**config.mk**
```make
export PLATFORM = sky130hd
export DESIGN_NAME = set_intersection_unique_top_flat
export DESIGN_NICKNAME = d
export VERILOG_FILES = /design/src/hdl/setint_pkg.sv /design/src/hdl/setint_if.sv /design/src/hdl/setint_front.sv /design/src/hdl/setint_queue.sv /design/src/hdl/setint_back.sv /design/src/hdl/set_intersection_unique_top.sv /design/src/flat_wrapper.sv
export SDC_FILE = /design/constraint.sdc
export NUM_CORES = 2
export LEC_CHECK = 0
export BUFFER_PORTS_ARGS = -buffer_cell sky130_fd_sc_hd__clkbuf_2
export CORE_ASPECT_RATIO = 1.1
export CORE_MARGIN = 2
export CORE_UTILIZATION = 60
export CTS_CLUSTER_SIZE = 30
export DETAILED_ROUTE_END_ITERATION = 10
export GPL_TIMING_DRIVEN = 0
export PLACE_DENSITY = 0.76
export SETUP_SLACK_MARGIN = 0.4
export SLEW_MARGIN = 20
export SYNTH_ARGS = -nofsm -noshare
export SYNTH_HDL_FRONTEND = slang
export SYNTH_HIERARCHICAL = 1
export SYNTH_SLANG_ARGS = --single-unit
```
**constraint.sdc**
```tcl
create_clock -name i_clk -period 15.57 [get_ports i_clk]
set_input_delay 3.114 -clock i_clk [delete_from_list [all_inputs] [get_ports i_clk]]
set_output_delay 3.114 -clock i_clk [all_outputs]
set_load 0.05 [all_outputs]
```
**src/hdl/setint_pkg.sv**
```systemverilog
// Types and codes shared by the set intersection block.
`timescale 1ns / 1ps

package setint_pkg;

    localparam int VALUE_W  = 32;
    localparam int COUNT_W  = 7;
    localparam int STATUS_W = 3;
    localparam int QUEUE_DEPTH = 2;

    // Operation codes of an input word.
    localparam logic [1:0] OP_CLEAR = 2'd0;
    localparam logic [1:0] OP_LOAD  = 2'd1;
    localparam logic [1:0] OP_PROBE = 2'd2;

    typedef enum logic [STATUS_W-1:0] {
        ST_ABSENT  = 3'd0,
        ST_NEW     = 3'd1,
        ST_SEEN    = 3'd2,
        ST_FULL    = 3'd3,
        ST_LOADED  = 3'd4,
        ST_CLEARED = 3'd5
    } t_status;

    typedef enum logic [1:0] {
        CMD_CLEAR,
        CMD_LOAD,
        CMD_PROBE,
        CMD_NOP
    } t_cmd;

    typedef struct packed {
        t_cmd                       cmd;
        logic signed [VALUE_W-1:0]  value;
    } t_task;

endpackage

```
**src/hdl/setint_if.sv**
```systemverilog
// Handshake interfaces for the input and result channels.
`timescale 1ns / 1ps

interface setint_in_if;
    import setint_pkg::*;

    logic                       valid;
    logic                       ready;
    logic [1:0]                 operation;
    logic signed [VALUE_W-1:0]  value;

    modport source (output valid, output operation, output value, input ready);
    modport sink   (input valid, input operation, input value, output ready);
endinterface

interface setint_out_if;
    import setint_pkg::*;

    logic                       valid;
    logic                       ready;
    logic [STATUS_W-1:0]        status;
    logic signed [VALUE_W-1:0]  echo_value;
    logic [COUNT_W-1:0]         common_count;

    modport source (output valid, output status, output echo_value, output common_count,
                    input ready);
    modport sink   (input valid, input status, input echo_value, input common_count,
                    output ready);
endinterface

```
**src/hdl/setint_front.sv**
```systemverilog
// Front stage: takes input words, decodes the operation and holds one task.
`timescale 1ns / 1ps

module setint_front (
    input  logic                 i_clk,
    input  logic                 i_rst_n,
    setint_in_if.sink            i_in,
    output logic                 o_task_valid,
    output setint_pkg::t_task    o_task,
    input  logic                 i_task_ready
);
    import setint_pkg::*;

    logic  r_valid;
    t_task r_task;
    t_task n_task;
    logic  take;

    assign i_in.ready   = !r_valid || i_task_ready;
    assign take         = i_in.valid && i_in.ready;
    assign o_task_valid = r_valid;
    assign o_task       = r_task;

    always_comb begin
        n_task.value = i_in.value;
        case (i_in.operation)
            OP_CLEAR: n_task.cmd = CMD_CLEAR;
            OP_LOAD:  n_task.cmd = CMD_LOAD;
            OP_PROBE: n_task.cmd = CMD_PROBE;
            default:  n_task.cmd = CMD_NOP;
        endcase
    end

    always_ff @(posedge i_clk) begin
        if (!i_rst_n) begin
            r_valid <= 1'b0;
        end else if (take) begin
            r_valid <= 1'b1;
        end else if (i_task_ready) begin
            r_valid <= 1'b0;
        end
    end

    always_ff @(posedge i_clk) begin
        if (take) begin
            r_task <= n_task;
        end
    end

endmodule

```
**src/hdl/setint_queue.sv**
```systemverilog
// Short task queue between the front stage and the execution stage.
`timescale 1ns / 1ps

module setint_queue (
    input  logic                 i_clk,
    input  logic                 i_rst_n,
    input  logic                 i_valid,
    input  setint_pkg::t_task    i_task,
    output logic                 o_ready,
    output logic                 o_valid,
    output setint_pkg::t_task    o_task,
    input  logic                 i_ready
);
    import setint_pkg::*;

    localparam int PW = (QUEUE_DEPTH > 1) ? $clog2(QUEUE_DEPTH) : 1;
    localparam int CW = $clog2(QUEUE_DEPTH + 1);

    t_task          r_slot [QUEUE_DEPTH];
    logic [PW-1:0]  r_wr_ptr;
    logic [PW-1:0]  r_rd_ptr;
    logic [CW-1:0]  r_fill;
    logic           push;
    logic           pop;

    assign o_ready = (r_fill != CW'(QUEUE_DEPTH));
    assign o_valid = (r_fill != '0);
    assign o_task  = r_slot[r_rd_ptr];
    assign push    = i_valid && o_ready;
    assign pop     = o_valid && i_ready;

    always_ff @(posedge i_clk) begin
        if (!i_rst_n) begin
            r_wr_ptr <= '0;
            r_rd_ptr <= '0;
            r_fill   <= '0;
        end else begin
            if (push) begin
                r_wr_ptr <= (r_wr_ptr == PW'(QUEUE_DEPTH - 1)) ? '0 : r_wr_ptr + 1'b1;
            end
            if (pop) begin
                r_rd_ptr <= (r_rd_ptr == PW'(QUEUE_DEPTH - 1)) ? '0 : r_rd_ptr + 1'b1;
            end
            if (push && !pop) begin
                r_fill <= r_fill + 1'b1;
            end else if (pop && !push) begin
                r_fill <= r_fill - 1'b1;
            end
        end
    end

    always_ff @(posedge i_clk) begin
        if (push) begin
            r_slot[r_wr_ptr] <= i_task;
        end
    end

endmodule

```
**src/hdl/setint_back.sv**
```systemverilog
// Execution stage: reference store, emitted flags, scan sequencer and result register.
`timescale 1ns / 1ps

module setint_back #(
    parameter int SET_DEPTH = 64
) (
    input  logic                 i_clk,
    input  logic                 i_rst_n,
    input  logic                 i_task_valid,
    input  setint_pkg::t_task    i_task,
    output logic                 o_task_ready,
    setint_out_if.source         o_res
);
    import setint_pkg::*;

    localparam int AW = $clog2(SET_DEPTH);
    localparam int CW = $clog2(SET_DEPTH + 1);

    // Each entry carries a flag that marks the element as already reported.
    // Only the first matching entry of a value is ever flagged, so the flags
    // stand for the distinct common elements found so far.
    typedef struct packed {
        logic                       emitted;
        logic signed [VALUE_W-1:0]  value;
    } t_entry;

    typedef enum logic [1:0] {
        S_IDLE = 2'b01,
        S_SCAN = 2'b10
    } t_state;

    t_entry                     r_mem [SET_DEPTH];
    t_entry                     r_rd_data;
    t_state                     r_state,     n_state;
    logic [CW-1:0]              r_ref_count, n_ref_count;
    logic [CW-1:0]              r_total,     n_total;
    logic [CW-1:0]              r_issue,     n_issue;
    logic signed [VALUE_W-1:0]  r_value,     n_value;
    logic                       r_chk_vld;
    logic [AW-1:0]              r_chk_idx;
    logic                       r_out_valid, n_out_valid;
    t_status                    r_status,    n_status;
    logic signed [VALUE_W-1:0]  r_echo,      n_echo;
    logic [COUNT_W-1:0]         r_count,     n_count;

    logic           out_free;
    logic           take;
    logic           rd_en;
    logic           hit;
    logic           last;
    logic           wr_en;
    logic [AW-1:0]  wr_addr;
    t_entry         wr_data;

    assign out_free     = !r_out_valid || o_res.ready;
    assign o_task_ready = (r_state == S_IDLE) && out_free;
    assign take         = i_task_valid && o_task_ready;
    assign rd_en        = (r_state == S_SCAN) && (r_issue < r_ref_count);
    assign hit          = r_chk_vld && (r_rd_data.value == r_value);
    assign last         = r_chk_vld && (CW'(r_chk_idx) == r_ref_count - CW'(1));

    assign o_res.valid        = r_out_valid;
    assign o_res.status       = r_status;
    assign o_res.echo_value   = r_echo;
    assign o_res.common_count = r_count;

    always_comb begin
        n_state     = r_state;
        n_ref_count = r_ref_count;
        n_total     = r_total;
        n_issue     = r_issue;
        n_value     = r_value;
        n_out_valid = r_out_valid && !o_res.ready;
        n_status    = r_status;
        n_echo      = r_echo;
        n_count     = r_count;
        wr_en       = 1'b0;
        wr_addr     = r_ref_count[AW-1:0];
        wr_data     = '{emitted: 1'b0, value: i_task.value};

        case (r_state)
            S_IDLE: begin
                if (take) begin
                    n_value     = i_task.value;
                    n_echo      = i_task.value;
                    n_out_valid = 1'b1;
                    n_count     = COUNT_W'(r_total);
                    case (i_task.cmd)
                        CMD_CLEAR: begin
                            n_ref_count = '0;
                            n_total     = '0;
                            n_status    = ST_CLEARED;
                            n_count     = '0;
                        end
                        CMD_LOAD: begin
                            if (r_ref_count == CW'(SET_DEPTH)) begin
                                n_status = ST_FULL;
                            end else begin
                                wr_en       = 1'b1;
                                n_ref_count = r_ref_count + 1'b1;
                                n_status    = ST_LOADED;
                            end
                        end
                        CMD_PROBE: begin
                            n_status = ST_ABSENT;
                            if (r_ref_count != '0) begin
                                // The result is written when the scan ends.
                                n_out_valid = 1'b0;
                                n_issue     = '0;
                                n_state     = S_SCAN;
                            end
                        end
                        default: begin
                            n_status = ST_ABSENT;
                        end
                    endcase
                end
            end
            S_SCAN: begin
                if (rd_en) begin
                    n_issue = r_issue + 1'b1;
                end
                if (hit) begin
                    n_out_valid = 1'b1;
                    n_echo      = r_value;
                    n_state     = S_IDLE;
                    if (r_rd_data.emitted || (r_total == CW'(SET_DEPTH))) begin
                        n_status = ST_SEEN;
                        n_count  = COUNT_W'(r_total);
                    end else begin
                        wr_en    = 1'b1;
                        wr_addr  = r_chk_idx;
                        wr_data  = '{emitted: 1'b1, value: r_value};
                        n_total  = r_total + 1'b1;
                        n_status = ST_NEW;
                        n_count  = COUNT_W'(r_total + 1'b1);
                    end
                end else if (last) begin
                    n_out_valid = 1'b1;
                    n_echo      = r_value;
                    n_status    = ST_ABSENT;
                    n_count     = COUNT_W'(r_total);
                    n_state     = S_IDLE;
                end
            end
            default: begin
                n_state = S_IDLE;
            end
        endcase
    end

    always_ff @(posedge i_clk) begin
        if (!i_rst_n) begin
            r_state     <= S_IDLE;
            r_ref_count <= '0;
            r_total     <= '0;
            r_issue     <= '0;
            r_chk_vld   <= 1'b0;
            r_out_valid <= 1'b0;
        end else begin
            r_state     <= n_state;
            r_ref_count <= n_ref_count;
            r_total     <= n_total;
            r_issue     <= n_issue;
            r_chk_vld   <= rd_en;
            r_out_valid <= n_out_valid;
        end
    end

    always_ff @(posedge i_clk) begin
        r_value   <= n_value;
        r_status  <= n_status;
        r_echo    <= n_echo;
        r_count   <= n_count;
        r_chk_idx <= r_issue[AW-1:0];
    end

    // Reference store: one write port and one registered read port.
    always_ff @(posedge i_clk) begin
        if (wr_en) begin
            r_mem[wr_addr] <= wr_data;
        end
        if (rd_en) begin
            r_rd_data <= r_mem[r_issue[AW-1:0]];
        end
    end

endmodule

```
**src/hdl/set_intersection_unique_top.sv**
```systemverilog
// Top level of the deduplicated set intersection block.
`timescale 1ns / 1ps

// Every input word gives exactly one result word, in order. A decode stage and a
// two-entry task queue sit in front of the execution stage, so input words keep
// being taken while a result waits in the output register. In the execution stage
// a clear, a load or an unused operation is answered without a scan. A probe walks
// the reference store through its single read port, one entry per cycle, and stops
// at the first match; when the store is empty it is answered without a scan. Each
// stored element carries a flag that marks it as already reported, which is how
// repeated probes are recognised.

module set_intersection_unique_top #(
    parameter int SET_DEPTH = 64
) (
    input  logic          i_clk,
    input  logic          i_rst_n,
    setint_in_if.sink     i_in,
    setint_out_if.source  o_res
);
    import setint_pkg::*;

    logic  front_valid;
    t_task front_task;
    logic  front_ready;
    logic  queue_valid;
    t_task queue_task;
    logic  queue_ready;

    setint_front u_front (
        .i_clk        (i_clk),
        .i_rst_n      (i_rst_n),
        .i_in         (i_in),
        .o_task_valid (front_valid),
        .o_task       (front_task),
        .i_task_ready (front_ready)
    );

    setint_queue u_queue (
        .i_clk   (i_clk),
        .i_rst_n (i_rst_n),
        .i_valid (front_valid),
        .i_task  (front_task),
        .o_ready (front_ready),
        .o_valid (queue_valid),
        .o_task  (queue_task),
        .i_ready (queue_ready)
    );

    setint_back #(
        .SET_DEPTH (SET_DEPTH)
    ) u_back (
        .i_clk        (i_clk),
        .i_rst_n      (i_rst_n),
        .i_task_valid (queue_valid),
        .i_task       (queue_task),
        .o_task_ready (queue_ready),
        .o_res        (o_res)
    );

endmodule

```
**src/flat_wrapper.sv**
```systemverilog
// flat-port wrapper written by rule: the top's interface ports become plain ports
module set_intersection_unique_top_flat import setint_pkg::*;
#(
    parameter int SET_DEPTH = 64
)
  (i_clk, i_rst_n, i_in_valid, i_in_operation, i_in_value, i_in_ready, o_res_valid, o_res_status, o_res_echo_value, o_res_common_count, o_res_ready);
  setint_in_if i_in_i ();
  setint_out_if o_res_i ();
  input  logic i_clk;
  input  logic i_rst_n;
  input wire logic [$bits(i_in_i.valid)-1:0] i_in_valid;
  input wire logic [$bits(i_in_i.operation)-1:0] i_in_operation;
  input wire logic [$bits(i_in_i.value)-1:0] i_in_value;
  output wire logic [$bits(i_in_i.ready)-1:0] i_in_ready;
  output wire logic [$bits(o_res_i.valid)-1:0] o_res_valid;
  output wire logic [$bits(o_res_i.status)-1:0] o_res_status;
  output wire logic [$bits(o_res_i.echo_value)-1:0] o_res_echo_value;
  output wire logic [$bits(o_res_i.common_count)-1:0] o_res_common_count;
  input wire logic [$bits(o_res_i.ready)-1:0] o_res_ready;
  assign i_in_i.valid = i_in_valid;
  assign i_in_i.operation = i_in_operation;
  assign i_in_i.value = i_in_value;
  assign i_in_ready = i_in_i.ready;
  assign o_res_valid = o_res_i.valid;
  assign o_res_status = o_res_i.status;
  assign o_res_echo_value = o_res_i.echo_value;
  assign o_res_common_count = o_res_i.common_count;
  assign o_res_i.ready = o_res_ready;
  set_intersection_unique_top #(.SET_DEPTH(SET_DEPTH)) u_core (.i_clk(i_clk), .i_rst_n(i_rst_n), .i_in(i_in_i), .o_res(o_res_i));
endmodule
```
---- Yosys cells after proc, flatten, opt, wreduce, memory -nomap -nowiden ----
Memories as Yosys holds them, arrays and structs flattened. A register that Yosys moved wholly into a read port is not among the register bits.
Cells that the tools add are included.
cells by class
  add/subtract/negate cells ............... 8
  multiplexer cells ....................... 63
  order comparisons ....................... 1
  reductions and logical operators ........ 32
  equality and inequality tests ........... 18
operators by type and width
  cell                 number
  $mux 33              3
  $mux 32              3
  $mux 7               11
  $pmux 32 s2          1
  $pmux 7 s2           4
  $eq 32x32->1         1
  $add 7x1->7 const B  3
  $mux 1               20
  $mux 6               3
  $mux 2               8
  $eq 7x7->1 const B   2
  $mux 3               4
  $pmux 3 s2           2
  $logic_and 1x1->1    10
  $reduce_bool 2->1    5
  $ne 2x2->1 const B   4
  $reduce_and 4->1     2
  $eq 6x7->1           1
  $lt 7x7->1           1
  $reduce_bool 7->1    1
  $sub 7x1->7 const B  1
  $eq 2x1->1 const B   3
  $eq 2x2->1 const B   3
  $ne 2x1->1 const B   3
  13 further kinds     23
storage, ports and cells
  input port bits ......................... 38
  RAM bits ................................ 2,180
  memories kept ........................... 2
  flip-flop bits (word level) ............. 144
memories
  name                   depth  width  read ports  clocked after memory_dff  write ports  line                RTL
  u_core.u_back.r_mem    64     33     1           1                         1            setint_back.sv:32   t_entry r_mem [SET_DEPTH];
  u_core.u_queue.r_slot  2      34     1           1                         1            setint_queue.sv:19  t_task r_slot [QUEUE_DEPTH];

---- Longest topological paths before layout ----
  word-level depth ........................ 8
  depth in mapped cells ................... 10

---- Cells and area by module ----
The synthesis kept the hierarchy.
by module, submodules not included
  module        cells each  instances  seq. area each (µm²)  area each (µm²)
  setint_back   3,657       1          67,254.5              87,123.6
  setint_queue  130         1          2,142.1               2,692.6
  setint_front  41          1          1,041.0               1,086.0

---- Least setup slack after synthesis ----
No wires, ideal clock.
  path kind ............................... input-to-reg
  start point ............................. in o_res_ready
  end point ............................... mem u_core/u_back/r_mem[42][0] (netlist bit) (enable)
  setup slack ............................. 8.546 ns
  required time ........................... 15.135 ns
  buffers on the path ..................... 0
  library setup time ...................... 0.435 ns
  stages on the path ...................... 8
  data arrival time ....................... 6.589 ns
  path through ............................ nand2b_1 nand3_1 inv_1 and4_1 nand2_1 inv_1 nand4_1 o22ai_1
on the way
  cells in the longest elaborated chain, start to end .. 7
RTL lines
  what                          line                RTL
  start, declared               flat_wrapper.sv:19  input wire logic [$bits(o_res_i.ready)-1:0] o_res_ready;
  $logic_or 1x1->1              setint_back.sv:55   assign out_free = !r_out_valid || o_res.ready;
  $logic_and 1x1->1             setint_back.sv:56   assign o_task_ready = (r_state == S_IDLE) && out_free;
  $logic_and 1x1->1             setint_back.sv:57   assign take = i_task_valid && o_task_ready;
  $mux 1                        setint_back.sv:83   if (take) begin
  $pmux 1 s2                    setint_back.sv:81   case (r_state)
  $mux 1                        setint_back.sv:180  if (wr_en) begin
  $mux 1 (not written as such)  setint_back.sv:181  r_mem[wr_addr] <= wr_data;
  end, declared                 setint_back.sv:32
Every way passes these cells.

---- Worst setup path after layout ----
  start point ............................. in o_res_ready
  end point ............................... mem u_core/u_back/r_mem[43][12] (netlist bit) (enable)
Same word-level chain as after synthesis.

==> results.cfg <==
[floorplan]
top_level_ports = 82
floorplan.rows = 149
core_um2 = 150300
floorplan.die_area_um2 = 154600
initial_core_util_pct = 60.50
die_x_um = 375.1
dieHeight_um = 412.2

[cells_and_area]
sequential_cell_area_um2 = 70440
multi_input_area_um2 = 20490
fillerInstances = 8404
drive_gt1_share_pct = 33.91
final_cell_mix = 2,321 x sky130_fd_sc_hd__edfxtp_1, 693 x sky130_fd_sc_hd__mux4_2, 219 x sky130_fd_sc_hd__clkbuf_16
final-instance-count-excl-fill = 6464
fin_nets = 4364
layout_commonest_cell = sky130_fd_sc_hd__edfxtp_1
layout-area-overhead-vs-synth_pct = 15.51

[drt]
drt_first_iter_violations = 8260
routed_wl_um = 265300
m1WireLength_um = 88770
dr.pass1.iters = 8
met3RoutedLength_um = 32550
detail_route.drc_violations = 0
highest_layer = met5
detail-route-antenna-nets = 0
vias = 46637
vias_per_cell = 7.215
detail_route.wl_per_cell_um = 41.04
met2WireLength_um = 125200

[yosys]
synth_enable_flop_cells = 2321
synth_cell_type_count = 62
synthArstFlopShare_pct = 0
post-synth-top-area-cell = sky130_fd_sc_hd__edfxtp_1
ys_dominant_reg_cell = sky130_fd_sc_hd__edfxtp_1
post_synth_instance_area_um2 = 90900
netlist_top_cells_area = sky130_fd_sc_hd__edfxtp_1 77%, sky130_fd_sc_hd__mux4_2 17%, sky130_fd_sc_hd__mux2_2 1.2%
syn-instance-count = 3828
yosysSeqAreaShare_pct = 77.49
syn-mean-instance-area_um2 = 23.75
ys_warn_count = 6
post-synth-top-area-fraction_pct = 76.67
mappedNetlistNets = 3881
ys_seq_elements = 2358

[global_routing]
global_route_wire_length_before_repair_um = 364800
vias_in_the_first_global_route = 46013
track_usage_pct = 34.86
antenna_found_initial = 33
gr-total-overflow = 0
grt_max_degree = 65

[timing]
slew-limit-headroom_pct = 15.45
layout_worst_path_cycle_share_pct = 43.76
report.final.slew_viol_count = 0
setup_viol = 0
rsz0062_at_grt = no
final.min_clock_period_ns = 6.814
max_freq_mhz = 146.8
fin_hold_ws_ns = 0.3784
timing.clock.skew_ns = 0.03841
worst_pin_slew_ns = 1.268
finalHoldViolCount = 0
fin_tns_setup_ns = 0

[clocking]
cts_setup_buffers = 0
ctsLongestPathBuffers = 3
cts_inserted_buffers = 216
cts.clk_slew.worst_paths_ns = 0.06
cts-root-buf = sky130_fd_sc_hd__clkbuf_16
number_of_cells_upsized_or_downsized_after_cts = 0
holdBufCountCts = 0
cts_tree = yes
numClockSinks = 2358
number_of_levels_in_the_clock_h_tree = 4
worstSkewPairLatency_ns = 0.88

[place]
placed_cells_incl_taps = 6055
port_buffers = 79
place_congestion = 0.9733
place_hpwl_um = 169000

[pwr]
leakagePower_nw = 31.99
pwr_density_cell_nw_per_um2 = 134.2
irDropWorstVdd_v = 0.0001218
power_w = 0.01409

[worst_setup_path]
endpoint_kind = register
required_ns = 16.15
timing.critical_path.slowest_stage_cell = sky130_fd_sc_hd__o22ai_4
critPathMaxFanout = 36
r2r_slack_ns = 10.54
critical_path.max_stage_delay_ns = 0.97
path_cells = clkbuf_2 > nand2b_1 > nand3_1 > inv_2 > and4_1 > nand2_1 > inv_1 > nand4_1 > o22ai_4 > buf_16 > buf_16
worstPathArrival_ns = 7.39
start_kind = primary input
most_prevalent_standard_cell_on_the_critical_path = sky130_fd_sc_hd__buf_16
worst-setup-path-type = in -> reg

[job]
maxCapViolations = 0

[outcome]
run_status = finished clean

[hold_path]
timing.hold.worst.class = reg -> reg
through the flow:
step	utilization [%]	instance area [um2]	setup WS (ns)
floorplan	-	90900	8.546
global placement	62.39	93750	5.536
detailed placement	65.23	98020	7.998
CTS	69.82	104900	8.890
global route	69.85	105000	8.637
finish	69.88	105000	8.756
cells in the mapped netlist, drive strengths merged (10+ instances only):
cell,count
a21oi,22
buf,79
clkbuf,123
dfxtp,37
edfxtp,2321
ha,15
inv,26
mux2,96
mux4,693
nand2,52
nand3,68
nand4,14
nor2,38
nor3,13
nor4,13
o21ai,30
o22ai,16
o31ai,42
or3,10
xnor2,17
xor2,30
metal layers:
metal	vias up	global-route usage (%)
met2	3930	54.13
met1	24393	45.52
met3	799	8.940
met4	24	20.20
met5	-	0
li1	17491	-
sequential cells by signal, summed over array words and instances, names as in the netlist, named ones only:
signal and flops:
u_core/u_back/r_total 7, u_core/u_queue/r_rd_ptr 1, u_core/u_back/r_value 32, u_core/u_queue/r_wr_ptr 1, u_core/u_back/o_res.status 3, u_core/u_front/o_task_valid 1
u_core/u_back/r_mem 2112, u_core/u_back/o_res.valid 1, u_core/u_back/r_chk_idx 6, u_core/u_back/o_res.echo_value 32, u_core/u_back/r_ref_count 7, u_core/u_back/r_rd_data 33
u_core/u_back/r_chk_vld 1, u_core/u_back/r_issue 7, u_core/u_back/o_res.common_count 7, u_core/u_queue/r_fill 2, u_core/u_front/o_task 34, u_core/u_queue/r_slot 68
u_core/u_back/r_state 2
where the power goes:
part | internal [W] | switching, W | leakage, nW
Sequential | 0.00747 | 0.000115 | 21.2
Combinational | 0.000261 | 0.00102 | 7.44
Clock | 0.00291 | 0.00231 | 3.35
layout make-up:
cell class                      instances  area share, %
Tap cell                             1963          2.339
Timing Repair Buffer                  265          3.505
Clock inverter                        114          1.092
Buffer                                202         0.8461
Inverter                               28         0.1001
Clock buffer                          278          5.478
Sequential cell                      2358          67.09
Multi-Input combinational cell       1240          19.52
Antenna cell                           16        0.03813
final timing paths:
check / start / endpoint / cells past startpoint
worst max-delay path: o_res_ready / u_core/u_back/r_mem[43][12] / 11
worst min-delay path: u_core/u_back/r_issue[4] / u_core/u_back/r_chk_idx[4] / 0
worst max register to register: u_core/u_back/r_state[1] / u_core/u_back/r_mem[43][12] / 12
worst min register to register: u_core/u_back/r_issue[4] / u_core/u_back/r_chk_idx[4] / 0
cells by family (layout without fill, tap and decap cells):
| logic type | after synthesis | count (layout) | synth area share (%) |
|---|---|---|---|
| other cells | 0 | 16 | 0 |
| mux | 791 | 791 | 18.38 |
| flops | 2358 | 2358 | 77.49 |
| compound gates | 140 | 140 | 1.017 |
| buf+inv | 230 | 887 | 1.063 |
| fa+ha+maj | 15 | 15 | 0.2065 |
| simple gates | 247 | 247 | 1.393 |
| xor+xnor | 47 | 47 | 0.4528 |
worst max-delay path: cells and delay by family:
kind                   cells  cell delay, ns
AND/OR/NAND/NOR            5            1.98
buffers and inverters      5            1.26
AO/OA/AOI/OAI              1            0.97
Power figures use the tool's default switching activity.
